`config.mk`:
```
export PLATFORM = sky130hd
export DESIGN_NAME = resp_request_stream_parser_unit
export DESIGN_NICKNAME = d
export VERILOG_FILES = /design/src/rrsp_pkg.sv /design/src/rrsp_in_stage.sv /design/src/rrsp_core.sv /design/src/rrsp_out_stage.sv /design/src/resp_request_stream_parser_unit.sv
export VERILOG_INCLUDE_DIRS = /design/src /design/src/src
export SDC_FILE = /design/constraint.sdc
export NUM_CORES = 1
export LEC_CHECK = 0
export BUFFER_PORTS_ARGS = -buffer_cell sky130_fd_sc_hd__buf_2
export CAP_MARGIN = 30
export CORE_UTILIZATION = 35
export CTS_BUF_LIST = sky130_fd_sc_hd__clkbuf_8
export CTS_CLUSTER_DIAMETER = 150
export DETAILED_ROUTE_END_ITERATION = 7
export GPL_TIMING_DRIVEN = 0
export PLACE_DENSITY_LB_ADDON = 0.25
export SKIP_CTS_REPAIR_TIMING = 1
export SYNTH_ARGS = -nofsm -noshare
export SYNTH_HDL_FRONTEND = slang
export SYNTH_SLANG_ARGS = --single-unit
export TNS_END_PERCENT = 20
```
`constraint.sdc`:
```
create_clock -name clk -period 10.2 [get_ports clk]
set_input_delay 1.53 -clock clk [delete_from_list [all_inputs] [get_ports clk]]
set_output_delay 1.53 -clock clk [all_outputs]
set_load 0.02 [all_outputs]
```
`src/assert_macros.svh`:
```
// Shared assertion macros for the request stream parser.
// Each macro expects clk and rst_n in scope.
`ifndef ASSERT_MACROS_SVH
`define ASSERT_MACROS_SVH

// Property must hold at every clock edge out of reset.
`define ASSERT_ALWAYS(label, cond, msg) \
    label: assert property (@(posedge clk) disable iff (!rst_n) (cond)) \
        else $error(msg);

// Condition at one edge implies a property at the next edge.
`define ASSERT_NEXT(label, pre, post, msg) \
    label: assert property (@(posedge clk) disable iff (!rst_n) (pre) |=> (post)) \
        else $error(msg);

`endif

```
`src/rrsp_pkg.sv`:
```
`default_nettype none

package rrsp_pkg;

    // Protocol characters
    localparam logic [7:0] CH_STAR   = 8'h2A;
    localparam logic [7:0] CH_DOLLAR = 8'h24;
    localparam logic [7:0] CH_CR     = 8'h0D;
    localparam logic [7:0] CH_LF     = 8'h0A;
    localparam logic [7:0] CH_MINUS  = 8'h2D;
    localparam logic [7:0] CH_ZERO   = 8'h30;
    localparam logic [7:0] CH_NINE   = 8'h39;

    // Header number accumulator saturates at its all-ones value
    localparam int ACC_W = 17;
    localparam logic [ACC_W-1:0] ACC_MAX = '1;

    // Fixed widths of the result fields and configuration registers
    localparam int IDX_W  = 6;
    localparam int LEN_W  = 16;
    localparam int SLOT_W = 4;
    localparam int MARGS_W = 7;
    localparam int CFG_DATA_W = 16;

    // Configuration register indexes
    localparam logic CFG_MAX_ARGS    = 1'b0;
    localparam logic CFG_MAX_ARG_LEN = 1'b1;

    typedef enum logic [3:0] {
        PH_HUNT,
        PH_CNT_FIRST,
        PH_CNT_MORE,
        PH_CNT_LF,
        PH_DOLLAR,
        PH_LEN_FIRST,
        PH_LEN_MORE,
        PH_LEN_LF,
        PH_DATA,
        PH_DATA_CR,
        PH_DATA_LF
    } phase_t;

    typedef enum logic [1:0] {
        KIND_DATA     = 2'd0,
        KIND_ARG_DONE = 2'd1,
        KIND_ERROR    = 2'd2
    } kind_t;

    typedef enum logic [1:0] {
        ERR_NONE      = 2'd0,
        ERR_NO_DOLLAR = 2'd1,
        ERR_SYNTAX    = 2'd2,
        ERR_RANGE     = 2'd3
    } err_t;

    typedef struct packed {
        kind_t              kind;
        logic [7:0]         data_byte;
        logic [IDX_W-1:0]   arg_index;
        logic [LEN_W-1:0]   arg_length;
        logic               command_done;
        logic [SLOT_W-1:0]  command_slot;
        err_t               error_code;
    } result_t;

endpackage

`default_nettype wire

```
`src/rrsp_in_stage.sv`:
```
`default_nettype none

module rrsp_in_stage
    import rrsp_pkg::*;
(
    input  wire logic       clk,
    input  wire logic       rst_n,
    input  wire logic       in_valid,
    output logic            in_ready,
    input  wire logic [7:0] rx_byte,
    input  wire logic       advance,
    output logic            byte_valid,
    output logic [7:0]      byte_value
);

    logic       valid_reg;
    logic       valid_next;
    logic [7:0] byte_reg;
    logic       take;

    // Take a new item whenever the held one is empty or leaving
    assign in_ready   = !valid_reg || advance;
    assign take       = in_valid && in_ready;
    assign valid_next = take ? 1'b1 : (advance ? 1'b0 : valid_reg);

    always_ff @(posedge clk or negedge rst_n)
    begin
        if (!rst_n)
        begin
            valid_reg <= 1'b0;
        end
        else
        begin
            valid_reg <= valid_next;
        end
    end

    // Hold the received byte
    always_ff @(posedge clk)
    begin
        if (take)
        begin
            byte_reg <= rx_byte;
        end
    end

    assign byte_valid = valid_reg;
    assign byte_value = byte_reg;

endmodule

`default_nettype wire

```
`src/rrsp_core.sv`:
```
`default_nettype none

module rrsp_core
    import rrsp_pkg::*;
#(
    parameter int MAX_ARGS    = 64,
    parameter int LEN_BITS    = 16,
    parameter int QUEUE_SLOTS = 16
)
(
    input  wire logic                  clk,
    input  wire logic                  rst_n,
    input  wire logic                  cfg_we,
    input  wire logic                  cfg_index,
    input  wire logic [CFG_DATA_W-1:0] cfg_data,
    input  wire logic                  fire,
    input  wire logic [7:0]            byte_value,
    output logic                       res_valid,
    output result_t                    res
);

    `include "assert_macros.svh"

    localparam int AC_W   = (MAX_ARGS > 1) ? $clog2(MAX_ARGS) : 1;
    localparam int AE_W   = $clog2(MAX_ARGS + 1);
    localparam int ALEN_W = (LEN_BITS < LEN_W) ? LEN_BITS : LEN_W;
    localparam int SP_W   = $clog2(QUEUE_SLOTS);
    localparam logic [SP_W-1:0] SLOT_LAST = SP_W'(QUEUE_SLOTS - 1);
    localparam int LEN_CAP_I = (LEN_BITS >= ACC_W) ? ((1 << ACC_W) - 1)
                                                   : ((1 << LEN_BITS) - 1);
    localparam logic [ACC_W-1:0] LEN_CAP   = ACC_W'(LEN_CAP_I);
    localparam logic [ACC_W-1:0] ARGS_CAP  = ACC_W'(MAX_ARGS);

    // Configuration registers
    logic [MARGS_W-1:0] max_args_reg;
    logic [LEN_W-1:0]   max_arg_len_reg;

    // Parser state
    phase_t             phase_reg,   phase_next;
    logic [ACC_W-1:0]   accum_reg,   accum_next;
    logic [AE_W-1:0]    args_exp_reg, args_exp_next;
    logic [AC_W-1:0]    arg_cnt_reg, arg_cnt_next;
    logic [ALEN_W-1:0]  left_reg,    left_next;
    logic [ALEN_W-1:0]  len_reg,     len_next;
    logic [SP_W-1:0]    slot_reg,    slot_next;

    logic               is_digit;
    logic [3:0]         digit_val;
    logic [ACC_W+3:0]   mul_sum;
    logic [ACC_W-1:0]   accum_sat;
    logic               fail_en;
    err_t               fail_code;
    logic [AE_W:0]      cnt_plus;
    logic               last_arg;
    logic               cnt_bad;
    logic               len_bad;
    logic [AC_W+IDX_W-1:0]    idx_ext;
    logic [ALEN_W+LEN_W-1:0]  len_ext;
    logic [SP_W+SLOT_W-1:0]   slot_ext;

    // Write configuration
    always_ff @(posedge clk or negedge rst_n)
    begin
        if (!rst_n)
        begin
            max_args_reg    <= MARGS_W'(64);
            max_arg_len_reg <= '1;
        end
        else if (cfg_we)
        begin
            case (cfg_index)
                CFG_MAX_ARGS:    max_args_reg    <= cfg_data[MARGS_W-1:0];
                CFG_MAX_ARG_LEN: max_arg_len_reg <= cfg_data[LEN_W-1:0];
                default:         max_args_reg    <= max_args_reg;
            endcase
        end
    end

    // Decode digit and advance the times-ten accumulator with saturation
    assign is_digit  = (byte_value >= CH_ZERO) && (byte_value <= CH_NINE);
    assign digit_val = 4'(byte_value - CH_ZERO);
    assign mul_sum   = {accum_reg, 3'b000} + {2'b00, accum_reg, 1'b0}
                     + (ACC_W+4)'(digit_val);
    assign accum_sat = (mul_sum > (ACC_W+4)'(ACC_MAX)) ? ACC_MAX : mul_sum[ACC_W-1:0];

    // Range checks on completed headers
    assign cnt_bad = (accum_reg == '0) || (accum_reg > ACC_W'(max_args_reg))
                   || (accum_reg > ARGS_CAP);
    assign len_bad = (accum_reg == '0) || (accum_reg > ACC_W'(max_arg_len_reg))
                   || (accum_reg > LEN_CAP);

    assign cnt_plus = (AE_W+1)'(arg_cnt_reg) + 1'b1;
    assign last_arg = cnt_plus >= (AE_W+1)'(args_exp_reg);

    // Fit internal widths to the result fields
    assign idx_ext  = (AC_W+IDX_W)'(arg_cnt_reg);
    assign len_ext  = (ALEN_W+LEN_W)'(len_reg);
    assign slot_ext = (SP_W+SLOT_W)'(slot_reg);

    // Next state and result for the held byte
    always_comb
    begin
        phase_next    = phase_reg;
        accum_next    = accum_reg;
        args_exp_next = args_exp_reg;
        arg_cnt_next  = arg_cnt_reg;
        left_next     = left_reg;
        len_next      = len_reg;
        slot_next     = slot_reg;
        fail_en       = 1'b0;
        fail_code     = ERR_NONE;
        res_valid     = 1'b0;
        res.kind         = KIND_DATA;
        res.data_byte    = byte_value;
        res.arg_index    = idx_ext[IDX_W-1:0];
        res.arg_length   = len_ext[LEN_W-1:0];
        res.command_done = 1'b0;
        res.command_slot = slot_ext[SLOT_W-1:0];
        res.error_code   = ERR_NONE;

        case (phase_reg)
            PH_HUNT:
            begin
                if (byte_value == CH_STAR)
                begin
                    accum_next = '0;
                    phase_next = PH_CNT_FIRST;
                end
            end
            PH_CNT_FIRST, PH_LEN_FIRST:
            begin
                if (is_digit)
                begin
                    accum_next = ACC_W'(digit_val);
                    phase_next = (phase_reg == PH_CNT_FIRST) ? PH_CNT_MORE : PH_LEN_MORE;
                end
                else
                begin
                    fail_en   = 1'b1;
                    fail_code = (byte_value == CH_MINUS) ? ERR_RANGE : ERR_SYNTAX;
                end
            end
            PH_CNT_MORE, PH_LEN_MORE:
            begin
                if (is_digit)
                begin
                    accum_next = accum_sat;
                end
                else if (byte_value == CH_CR)
                begin
                    phase_next = (phase_reg == PH_CNT_MORE) ? PH_CNT_LF : PH_LEN_LF;
                end
                else
                begin
                    fail_en   = 1'b1;
                    fail_code = ERR_SYNTAX;
                end
            end
            PH_CNT_LF:
            begin
                if (byte_value != CH_LF)
                begin
                    fail_en   = 1'b1;
                    fail_code = ERR_SYNTAX;
                end
                else if (cnt_bad)
                begin
                    fail_en   = 1'b1;
                    fail_code = ERR_RANGE;
                end
                else
                begin
                    args_exp_next = accum_reg[AE_W-1:0];
                    arg_cnt_next  = '0;
                    phase_next    = PH_DOLLAR;
                end
            end
            PH_DOLLAR:
            begin
                if (byte_value != CH_DOLLAR)
                begin
                    fail_en   = 1'b1;
                    fail_code = ERR_NO_DOLLAR;
                end
                else
                begin
                    accum_next = '0;
                    phase_next = PH_LEN_FIRST;
                end
            end
            PH_LEN_LF:
            begin
                if (byte_value != CH_LF)
                begin
                    fail_en   = 1'b1;
                    fail_code = ERR_SYNTAX;
                end
                else if (len_bad)
                begin
                    fail_en   = 1'b1;
                    fail_code = ERR_RANGE;
                end
                else
                begin
                    len_next   = accum_reg[ALEN_W-1:0];
                    left_next  = accum_reg[ALEN_W-1:0];
                    phase_next = PH_DATA;
                end
            end
            PH_DATA:
            begin
                // Forward the data byte and count down the argument
                res_valid = 1'b1;
                left_next = left_reg - 1'b1;
                if (left_reg == ALEN_W'(1))
                begin
                    phase_next = PH_DATA_CR;
                end
            end
            PH_DATA_CR:
            begin
                if (byte_value != CH_CR)
                begin
                    fail_en   = 1'b1;
                    fail_code = ERR_SYNTAX;
                end
                else
                begin
                    phase_next = PH_DATA_LF;
                end
            end
            PH_DATA_LF:
            begin
                if (byte_value != CH_LF)
                begin
                    fail_en   = 1'b1;
                    fail_code = ERR_SYNTAX;
                end
                else
                begin
                    // Report argument complete; close the command on the last one
                    res_valid        = 1'b1;
                    res.kind         = KIND_ARG_DONE;
                    res.data_byte    = '0;
                    res.command_done = last_arg;
                    if (last_arg)
                    begin
                        slot_next     = (slot_reg == SLOT_LAST) ? '0 : slot_reg + 1'b1;
                        arg_cnt_next  = '0;
                        args_exp_next = '0;
                        phase_next    = PH_HUNT;
                    end
                    else
                    begin
                        arg_cnt_next = arg_cnt_reg + 1'b1;
                        phase_next   = PH_DOLLAR;
                    end
                end
            end
            default:
            begin
                phase_next = PH_HUNT;
            end
        endcase

        // Flag framing error, drop the command and hunt again
        if (fail_en)
        begin
            res_valid      = 1'b1;
            res.kind       = KIND_ERROR;
            res.data_byte  = byte_value;
            res.arg_length = '0;
            res.error_code = fail_code;
            phase_next     = PH_HUNT;
            accum_next     = '0;
            args_exp_next  = '0;
            arg_cnt_next   = '0;
            left_next      = '0;
        end
    end

    // Advance parser state on each processed item
    always_ff @(posedge clk or negedge rst_n)
    begin
        if (!rst_n)
        begin
            phase_reg    <= PH_HUNT;
            accum_reg    <= '0;
            args_exp_reg <= '0;
            arg_cnt_reg  <= '0;
            left_reg     <= '0;
            len_reg      <= '0;
            slot_reg     <= '0;
        end
        else if (fire)
        begin
            phase_reg    <= phase_next;
            accum_reg    <= accum_next;
            args_exp_reg <= args_exp_next;
            arg_cnt_reg  <= arg_cnt_next;
            left_reg     <= left_next;
            len_reg      <= len_next;
            slot_reg     <= slot_next;
        end
    end

    `ASSERT_ALWAYS(a_data_left_nonzero, (phase_reg == PH_DATA) |-> (left_reg != '0), "data phase with no bytes left")
    `ASSERT_ALWAYS(a_counter_in_range, (phase_reg == PH_DOLLAR || phase_reg == PH_DATA || phase_reg == PH_DATA_LF) |-> (AE_W'(arg_cnt_reg) < args_exp_reg), "argument index beyond declared count")
    `ASSERT_NEXT(a_error_hunts, fire && res_valid && res.kind == KIND_ERROR, phase_reg == PH_HUNT, "parser did not resume hunting after error")

endmodule

`default_nettype wire

```
`src/rrsp_out_stage.sv`:
```
`default_nettype none

module rrsp_out_stage
    import rrsp_pkg::*;
(
    input  wire logic    clk,
    input  wire logic    rst_n,
    input  wire logic    load,
    input  wire result_t res_in,
    input  wire logic    out_ready,
    output logic         out_valid,
    output result_t      res_out,
    output logic         slot_free
);

    logic    valid_reg;
    logic    valid_next;
    result_t res_reg;

    // Slot is free when empty or being taken this cycle
    assign slot_free  = !valid_reg || out_ready;
    assign valid_next = load ? 1'b1 : (out_ready ? 1'b0 : valid_reg);

    always_ff @(posedge clk or negedge rst_n)
    begin
        if (!rst_n)
        begin
            valid_reg <= 1'b0;
        end
        else
        begin
            valid_reg <= valid_next;
        end
    end

    // Hold the result until the receiver takes it
    always_ff @(posedge clk)
    begin
        if (load)
        begin
            res_reg <= res_in;
        end
    end

    assign out_valid = valid_reg;
    assign res_out   = res_reg;

endmodule

`default_nettype wire

```
`src/resp_request_stream_parser_unit.sv`:
```
// Request stream parser for arrays of bulk strings.
// Input channel: in_valid/in_ready with one received byte (rx_byte) per item.
// Output channel: out_valid/out_ready with zero or one result per input byte:
// a data byte tagged with its argument index and declared length, an
// argument-complete mark (command_done on the last argument, command_slot
// giving the wrapping slot of the command), or a framing error with its code.
// Bytes outside a request are dropped until '*' is seen.
// Configuration: cfg_we writes cfg_data to register cfg_index
// (0 max_args, 1 max_arg_len) in the same cycle; write only while idle.
// Path: an accepted byte is held in the input register, then parsed into the
// result register once that is free; its result is offered from there.
// Throughput: one byte per cycle while the receiver keeps out_ready high.
// Reset: parser hunts for '*', slot counter is zero, max_args is 64 and
// max_arg_len is 65535; no results are pending.
// Stall: while out_ready is low a pending result holds; an empty input
// register takes one more byte, then in_ready drops until the result is taken.
`default_nettype none

module resp_request_stream_parser_unit
    import rrsp_pkg::*;
#(
    parameter int MAX_ARGS    = 64,
    parameter int LEN_BITS    = 16,
    parameter int QUEUE_SLOTS = 16
)
(
    input  wire logic                  clk,
    input  wire logic                  rst_n,
    input  wire logic                  cfg_we,
    input  wire logic                  cfg_index,
    input  wire logic [CFG_DATA_W-1:0] cfg_data,
    input  wire logic                  in_valid,
    output logic                       in_ready,
    input  wire logic [7:0]            rx_byte,
    output logic                       out_valid,
    input  wire logic                  out_ready,
    output logic [1:0]                 kind,
    output logic [7:0]                 data_byte,
    output logic [IDX_W-1:0]           arg_index,
    output logic [LEN_W-1:0]           arg_length,
    output logic                       command_done,
    output logic [SLOT_W-1:0]          command_slot,
    output logic [1:0]                 error_code
);

    `include "assert_macros.svh"

    logic       byte_valid;
    logic [7:0] byte_value;
    logic       slot_free;
    logic       fire;
    logic       res_valid;
    result_t    res;
    result_t    res_out;

    // Process the held byte when the result register can take its result
    assign fire = byte_valid && slot_free;

    rrsp_in_stage u_in (
        .clk        (clk),
        .rst_n      (rst_n),
        .in_valid   (in_valid),
        .in_ready   (in_ready),
        .rx_byte    (rx_byte),
        .advance    (fire),
        .byte_valid (byte_valid),
        .byte_value (byte_value)
    );

    rrsp_core #(
        .MAX_ARGS    (MAX_ARGS),
        .LEN_BITS    (LEN_BITS),
        .QUEUE_SLOTS (QUEUE_SLOTS)
    ) u_core (
        .clk        (clk),
        .rst_n      (rst_n),
        .cfg_we     (cfg_we),
        .cfg_index  (cfg_index),
        .cfg_data   (cfg_data),
        .fire       (fire),
        .byte_value (byte_value),
        .res_valid  (res_valid),
        .res        (res)
    );

    rrsp_out_stage u_out (
        .clk       (clk),
        .rst_n     (rst_n),
        .load      (fire && res_valid),
        .res_in    (res),
        .out_ready (out_ready),
        .out_valid (out_valid),
        .res_out   (res_out),
        .slot_free (slot_free)
    );

    // Unpack the result onto the output ports
    assign kind         = res_out.kind;
    assign data_byte    = res_out.data_byte;
    assign arg_index    = res_out.arg_index;
    assign arg_length   = res_out.arg_length;
    assign command_done = res_out.command_done;
    assign command_slot = res_out.command_slot;
    assign error_code   = res_out.error_code;

    `ASSERT_ALWAYS(a_done_kind, out_valid && command_done |-> kind == KIND_ARG_DONE, "stray done")

endmodule

`default_nettype wire

```
==> flow_summary.toml, run 1 <==
[status]
outcome = "finished, final reports clean"

[sta]
fin_crit_sh_pct = 41.4
fin_ws_ns = 5.97
clock_skew_ns = 0.0157
finalHoldViolations = 0
rsz0062_at_grt = "no"
final_max_slew_viol_count = 0
setup_tns_ns = 0
fin_hold_ws_ns = 0.481
setup_viol = 0
slew_headroom_pct = 39.9
fmax_mhz = 237
tightestPinTransition_ns = 0.895
min_period_ns = 4.23

[floorplan]
initial_core_util_pct = 35.8
row_count = 57
die_h_um = 160
ios = 71
fp.dieW_um = 160
core_area_mm2 = 0.0245
fp.dieArea_mm2 = 0.0257

[setup_path]
worstPathMaxFanout = 10
crit_arrival_ns = 4.57
crit_required_ns = 10.54
crit_type = "reg2reg"
cp-start-kind = "register"
endpoint_kind = "register"
ff2ff_setup_slack_ns = 5.97

[clock_network]
path_clk_slew_ns = 0.08
cts_sinks = 142
root_buffer = "clkbuf_8"
cts_inserted_buffers = 17
cts_max_level = 4
clock_latency_ns = 0.47
cts_tree = "done"
clockBufferDepth = 2

[pwr]
power_leakage_nw = 4.45
power.total_mw = 2.06
powerDensity_mw_per_mm2 = 206
peakVddDrop_mv = 0.0948

[synthesis]
synth_nets = 958
synth_cells = 859
syn_area_mm2 = 0.00876
synth_seq_cells = 142
synth_ff_type = "dfrtp_1"
synth_edf_count = 47
yosysSeqAreaShare_pct = 43.5
synth.distinct_cells = 79
postSynthAreaPerCell_um2 = 10.2
synth-async-reset-ratio_pct = 66.9
ys_warn_count = 0

[cells_and_area]
final_cell_mix = "dfrtp_1 (78), buf_2 (73), ha_1 (67)"
postLayoutCoreUtil_pct = 40.8
largest_reg_flops = 39
drive_gt1_share_pct = 19.4
final_common_cell = "dfrtp_1"
insertedDiodeCount = 0
nets = 1049
final.fill_count = 2402
area_delta_synth_final_pct = 14.0

[route]
first_pass_iters = 5
routed-via-count = 7014
wl_per_cell_um = 17.0
viasPerCell = 5.45
drt_iter0_drc = 438
drc_errors = 0
ant_nets = 0
wl_um = 21900

[grt]
grt_max_degree = 68
grt_pass1_vias = 6581
grt_overflow = 0
grt_pass1_wl_um = 35200
antenna_found_initial = 0
grt_use_total_pct = 17.5

[worst_hold_path]
hold_path_class = "reg2reg"

[place]
dp_hpwl_um = 16000
gp_congestion = 0.868
numPortBuffers = 70
pre_cts_ws_ns = 5.94

[job]
cap_violations = 0
==> metal layers <==
metal / part of all wire (%) / track usage [%] / vias to the layer above
met2: 48 / 28.5 / 161
li1: - / - / 3443
met4: 1.9 / 6.06 / 0
met3: 3.9 / 2.55 / 29
met5: 0 / 0 / -
met1: 47 / 23.7 / 3381
==> final cells by class <==
class,count,area (um^2),area share (%)
buffer,43,191,1.92
timing repair buffer,72,408,4.08
sequential,142,3810,38.1
clock buffer,17,234,2.34
multi-input combinational,627,4590,46.0
tap,324,405,4.06
clock inverter,15,170,1.70
inverter,47,179,1.79
==> path summary, 6_finish.rpt <==
kind / start / end / cells past startpoint
max: u_core.accum_reg[0]$_DFFE_PN0P_ / u_core.accum_reg[14]$_DFFE_PN0P_ / 12
min: u_core.slot_reg[3]$_DFFE_PN0P_ / u_out.res_out[5]$_DFFE_PP_ / 0
max reg2reg: u_core.accum_reg[0]$_DFFE_PN0P_ / u_core.accum_reg[14]$_DFFE_PN0P_ / 12
min reg2reg: u_core.slot_reg[3]$_DFFE_PN0P_ / u_out.res_out[5]$_DFFE_PP_ / 0
max in group asynchronous: rst_n / u_core.max_arg_len_reg[2]$_DFFE_PN1P_ / 2
min in group asynchronous: rst_n / u_core.len_reg[1]$_DFFE_PN0P_ / 1
==> cell families (layout without fill, tap and decap cells) <==
logic type,count (synthesis),in the layout,share of synthesized area [%]
fa+ha+maj,69,69,10.0
simple gates,240,240,14.8
compound gates,267,267,21.2
mux,40,40,5.14
buf+inv,90,194,4.23
flops,142,142,43.5
xor+xnor,11,11,1.10
==> power breakdown <==
part	internal, mW	switching (mW)
combinational	0.282	0.530
clock	0.241	0.231
sequential	0.706	0.0688
total	1.23	0.830
==> through the flow <==
stage	std cells	area, um^2
2_1_floorplan	859	8760
3_3_place_gp	1253	9520
3_5_place_dp	1255	9580
4_1_cts	1287	9990
5_1_grt	1287	9990
6_report	1287	9990
==> cells in the mapped netlist (3+ instances only) <==
cell        n  area [um^2]
nand4_1    10         62.6
and4_1      3         26.3
nor3_1     22          110
nand3_1    19         95.1
nor2_1     35          131
a2bb2oi_1   3         26.3
a2111oi_0   3         26.3
o2111ai_1   3         26.3
nor4_1      7         43.8
o31ai_1    17          128
edfxtp_1   47         1410
a21oi_1    49          245
a31o_2      3         26.3
nand2b_1    9         56.3
or3_1       6         37.5
mux2_2     40          450
buf_2       4         20.0
o221ai_1    3         26.3
or4_1       7         52.6
dfstp_2    17          447
o211ai_1    6         45.0
a22o_1     18          158
dfrtp_1    78         1950
o21ai_0    57          285
o21a_1     10         75.1
o21bai_1    3         22.5
nand2_1    50          188
a22oi_1     3         22.5
a211oi_1   20          150
xor2_1      6         52.6
a31o_1     12          105
and2_1     26          163
a21o_1     14          105
xnor2_1     5         43.8
ha_1       67          838
a31oi_1    14         87.6
a211o_1     3         26.3
inv_1      46          173
nor3b_1     4         30.0
and3_1     13         81.3
a221o_1     3         30.0
nor2b_1    10         62.6
or2_2       5         31.3
clkbuf_1   33          124
==> worst max-delay path, cell delays in order, from the launching register on <==
cell and delay, ns:
dfrtp_1 0.59, inv_1 0.25, fa_1 0.56, inv_1 0.08, ha_1 0.31, a211oi_1 0.32, o21bai_1 0.15, a2111o_1 0.50
o31a_1 0.34, clkbuf_1 0.21, a2111oi_0 0.44, o21ai_0 0.15, a22o_1 0.20
(Power assumes the default switching activity.)
==> inputs of run 2 (changes only) <==
- clock period: 10.2 -> 4.2 ns (I/O delays scaled with it)
==> run 2 against run 1 <==
Fmax up 6.4%. Routed wire length up 1.2%. Die area unchanged. Combinational power up 140%. Critical endpoint unchanged.
==> flow_summary.toml, run 2 (synthesis gave the netlist of run 1 again) <==
[sta]
final_max_slew_viol_count = 0
slew_headroom_pct = 43.0
rsz0062_at_grt = "no"
fin_ws_ns = 0.229
clock_skew_ns = 0.0186
setup_tns_ns = 0
tightestPinTransition_ns = 0.849
min_period_ns = 3.97
setup_viol = 0
fin_crit_sh_pct = 94.5
finalHoldViolations = 0
fin_hold_ws_ns = 0.117
fmax_mhz = 252

[route]
wl_um = 22200
routed-via-count = 6990
drt_iter0_drc = 478
viasPerCell = 5.43
ant_nets = 0
drc_errors = 0
first_pass_iters = 5
wl_per_cell_um = 17.2

[clock_network]
cts_sinks = 142
clock_latency_ns = 0.45
cts_max_level = 4
clockBufferDepth = 2
root_buffer = "clkbuf_8"
cts_tree = "done"
path_clk_slew_ns = 0.10
cts_inserted_buffers = 17

[status]
outcome = "finished, final reports clean"

[cells_and_area]
stdcell_count = 1287
drive_gt1_share_pct = 20.1
postLayoutCoreUtil_pct = 40.9
largest_reg_flops = 39
final_cell_mix = "dfrtp_1 (76), buf_2 (73), ha_1 (67)"
nets = 1049
area_delta_synth_final_pct = 14.3
final_common_cell = "dfrtp_1"
insertedDiodeCount = 0

[pwr]
power_leakage_nw = 4.47
combinationalPowerShare_pct = 39.1
p_int_mw = 3.02
p_clk_share_pct = 23.5
peakVddDrop_mv = 0.301
switching_power_mw = 2.02
powerDensity_mw_per_mm2 = 503
switching_share_pct = 40.1
seqPwrFrac_pct = 37.4

[worst_hold_path]
hold_path_class = "in2async"

[place]
dp_hpwl_um = 16100
dp.cells = 1255
numPortBuffers = 70
pre_cts_ws_ns = -0.0433
gp_congestion = 0.864

[floorplan]
fp.dieW_um = 160
ios = 71
die_h_um = 160
row_count = 57
core_area_mm2 = 0.0245
initial_core_util_pct = 35.8
fp.dieArea_mm2 = 0.0257

[grt]
grt_pass1_wl_um = 35700
grt_pass1_vias = 6776
grt_overflow = 0
grt_use_total_pct = 17.7
grt_max_degree = 66
antenna_found_initial = 0

[setup_path]
endpoint_kind = "register"
cp-start-kind = "register"
timing.rr.start = "u_core.accum_reg[0]$_DFFE_PN0P_"
crit_type = "reg2reg"
ff2ff_setup_slack_ns = 0.23
worstReg2RegEnd = "u_core.accum_reg[14]$_DFFE_PN0P_"
worstPathMaxFanout = 10
crit_required_ns = 4.53
crit_arrival_ns = 4.30
reg2reg_depth = 12

[job]
cap_violations = 0
## run 2: power groups by stage
stage,clock (mW),sequential (mW),combinational [mW]
2_1_floorplan,0,2.02,1.22
3_3_place_gp,0,1.92,1.91
3_5_place_dp,0,1.91,1.96
4_1_cts,1.21,1.89,1.97
5_1_grt,1.27,1.91,2.17
6_report,1.18,1.88,1.97
## run 2: per-stage QoR
stage / cell area (um^2) / power, mW
global route: 10000 / 5.34
CTS: 10000 / 5.07
global placement: 9520 / 3.83
finish: 10000 / 5.04
detailed placement: 9580 / 3.88
floorplan: 8760 / 3.24
## run 2: how the worst max path moves through the flow
stage                                  startpoint                                to  slack, ns  cells past startpoint
5_1_grt           u_core.accum_reg[0]$_DFFE_PN0P_  u_core.accum_reg[14]$_DFFE_PN0P_      0.006                     12
6_report          u_core.accum_reg[0]$_DFFE_PN0P_  u_core.accum_reg[14]$_DFFE_PN0P_       0.23                     12
4_1_cts           u_core.accum_reg[0]$_DFFE_PN0P_  u_core.accum_reg[14]$_DFFE_PN0P_      -0.06                     12
3_3_place_gp      u_core.accum_reg[6]$_DFFE_PN0P_   u_out.res_out[15]$_SDFFCE_PN0P_      -0.81                     10
2_1_floorplan  u_core.max_args_reg[6]$_DFFE_PN1P_    u_out.res_out[0]$_SDFFCE_PP0P_       0.33                     11
3_5_place_dp      u_core.accum_reg[0]$_DFFE_PN0P_  u_core.accum_reg[14]$_DFFE_PN0P_      -0.04                     12
## run 2: worst max-delay path, stage by stage (launching register included)
cell	delay, ns
dfrtp_2	0.51
inv_1	0.20
fa_1	0.55
inv_1	0.07
ha_1	0.30
a211oi_1	0.27
o21bai_1	0.16
a2111o_1	0.51
o31a_1	0.34
clkbuf_1	0.22
a2111oi_2	0.38
o21ai_0	0.14
a22o_1	0.19
## run 2: cell type report
type,count,area (um^2)
clock inverter,13,161
buffer,43,194
clock buffer,19,262
fill,2417,14500
timing repair buffer,72,400
multi-input combinational,627,4600
inverter,47,179
tap,324,405
sequential,142,3810
## run 2: metal layers
metal  vias to the layer above  wire [um]  GRT usage [%]
li1                       3426          -              -
met1                      3367       9990           23.2
met5                         -          0              0
met4                         0        466           5.84
met2                       166      10700           29.6
met3                        31       1020           2.75
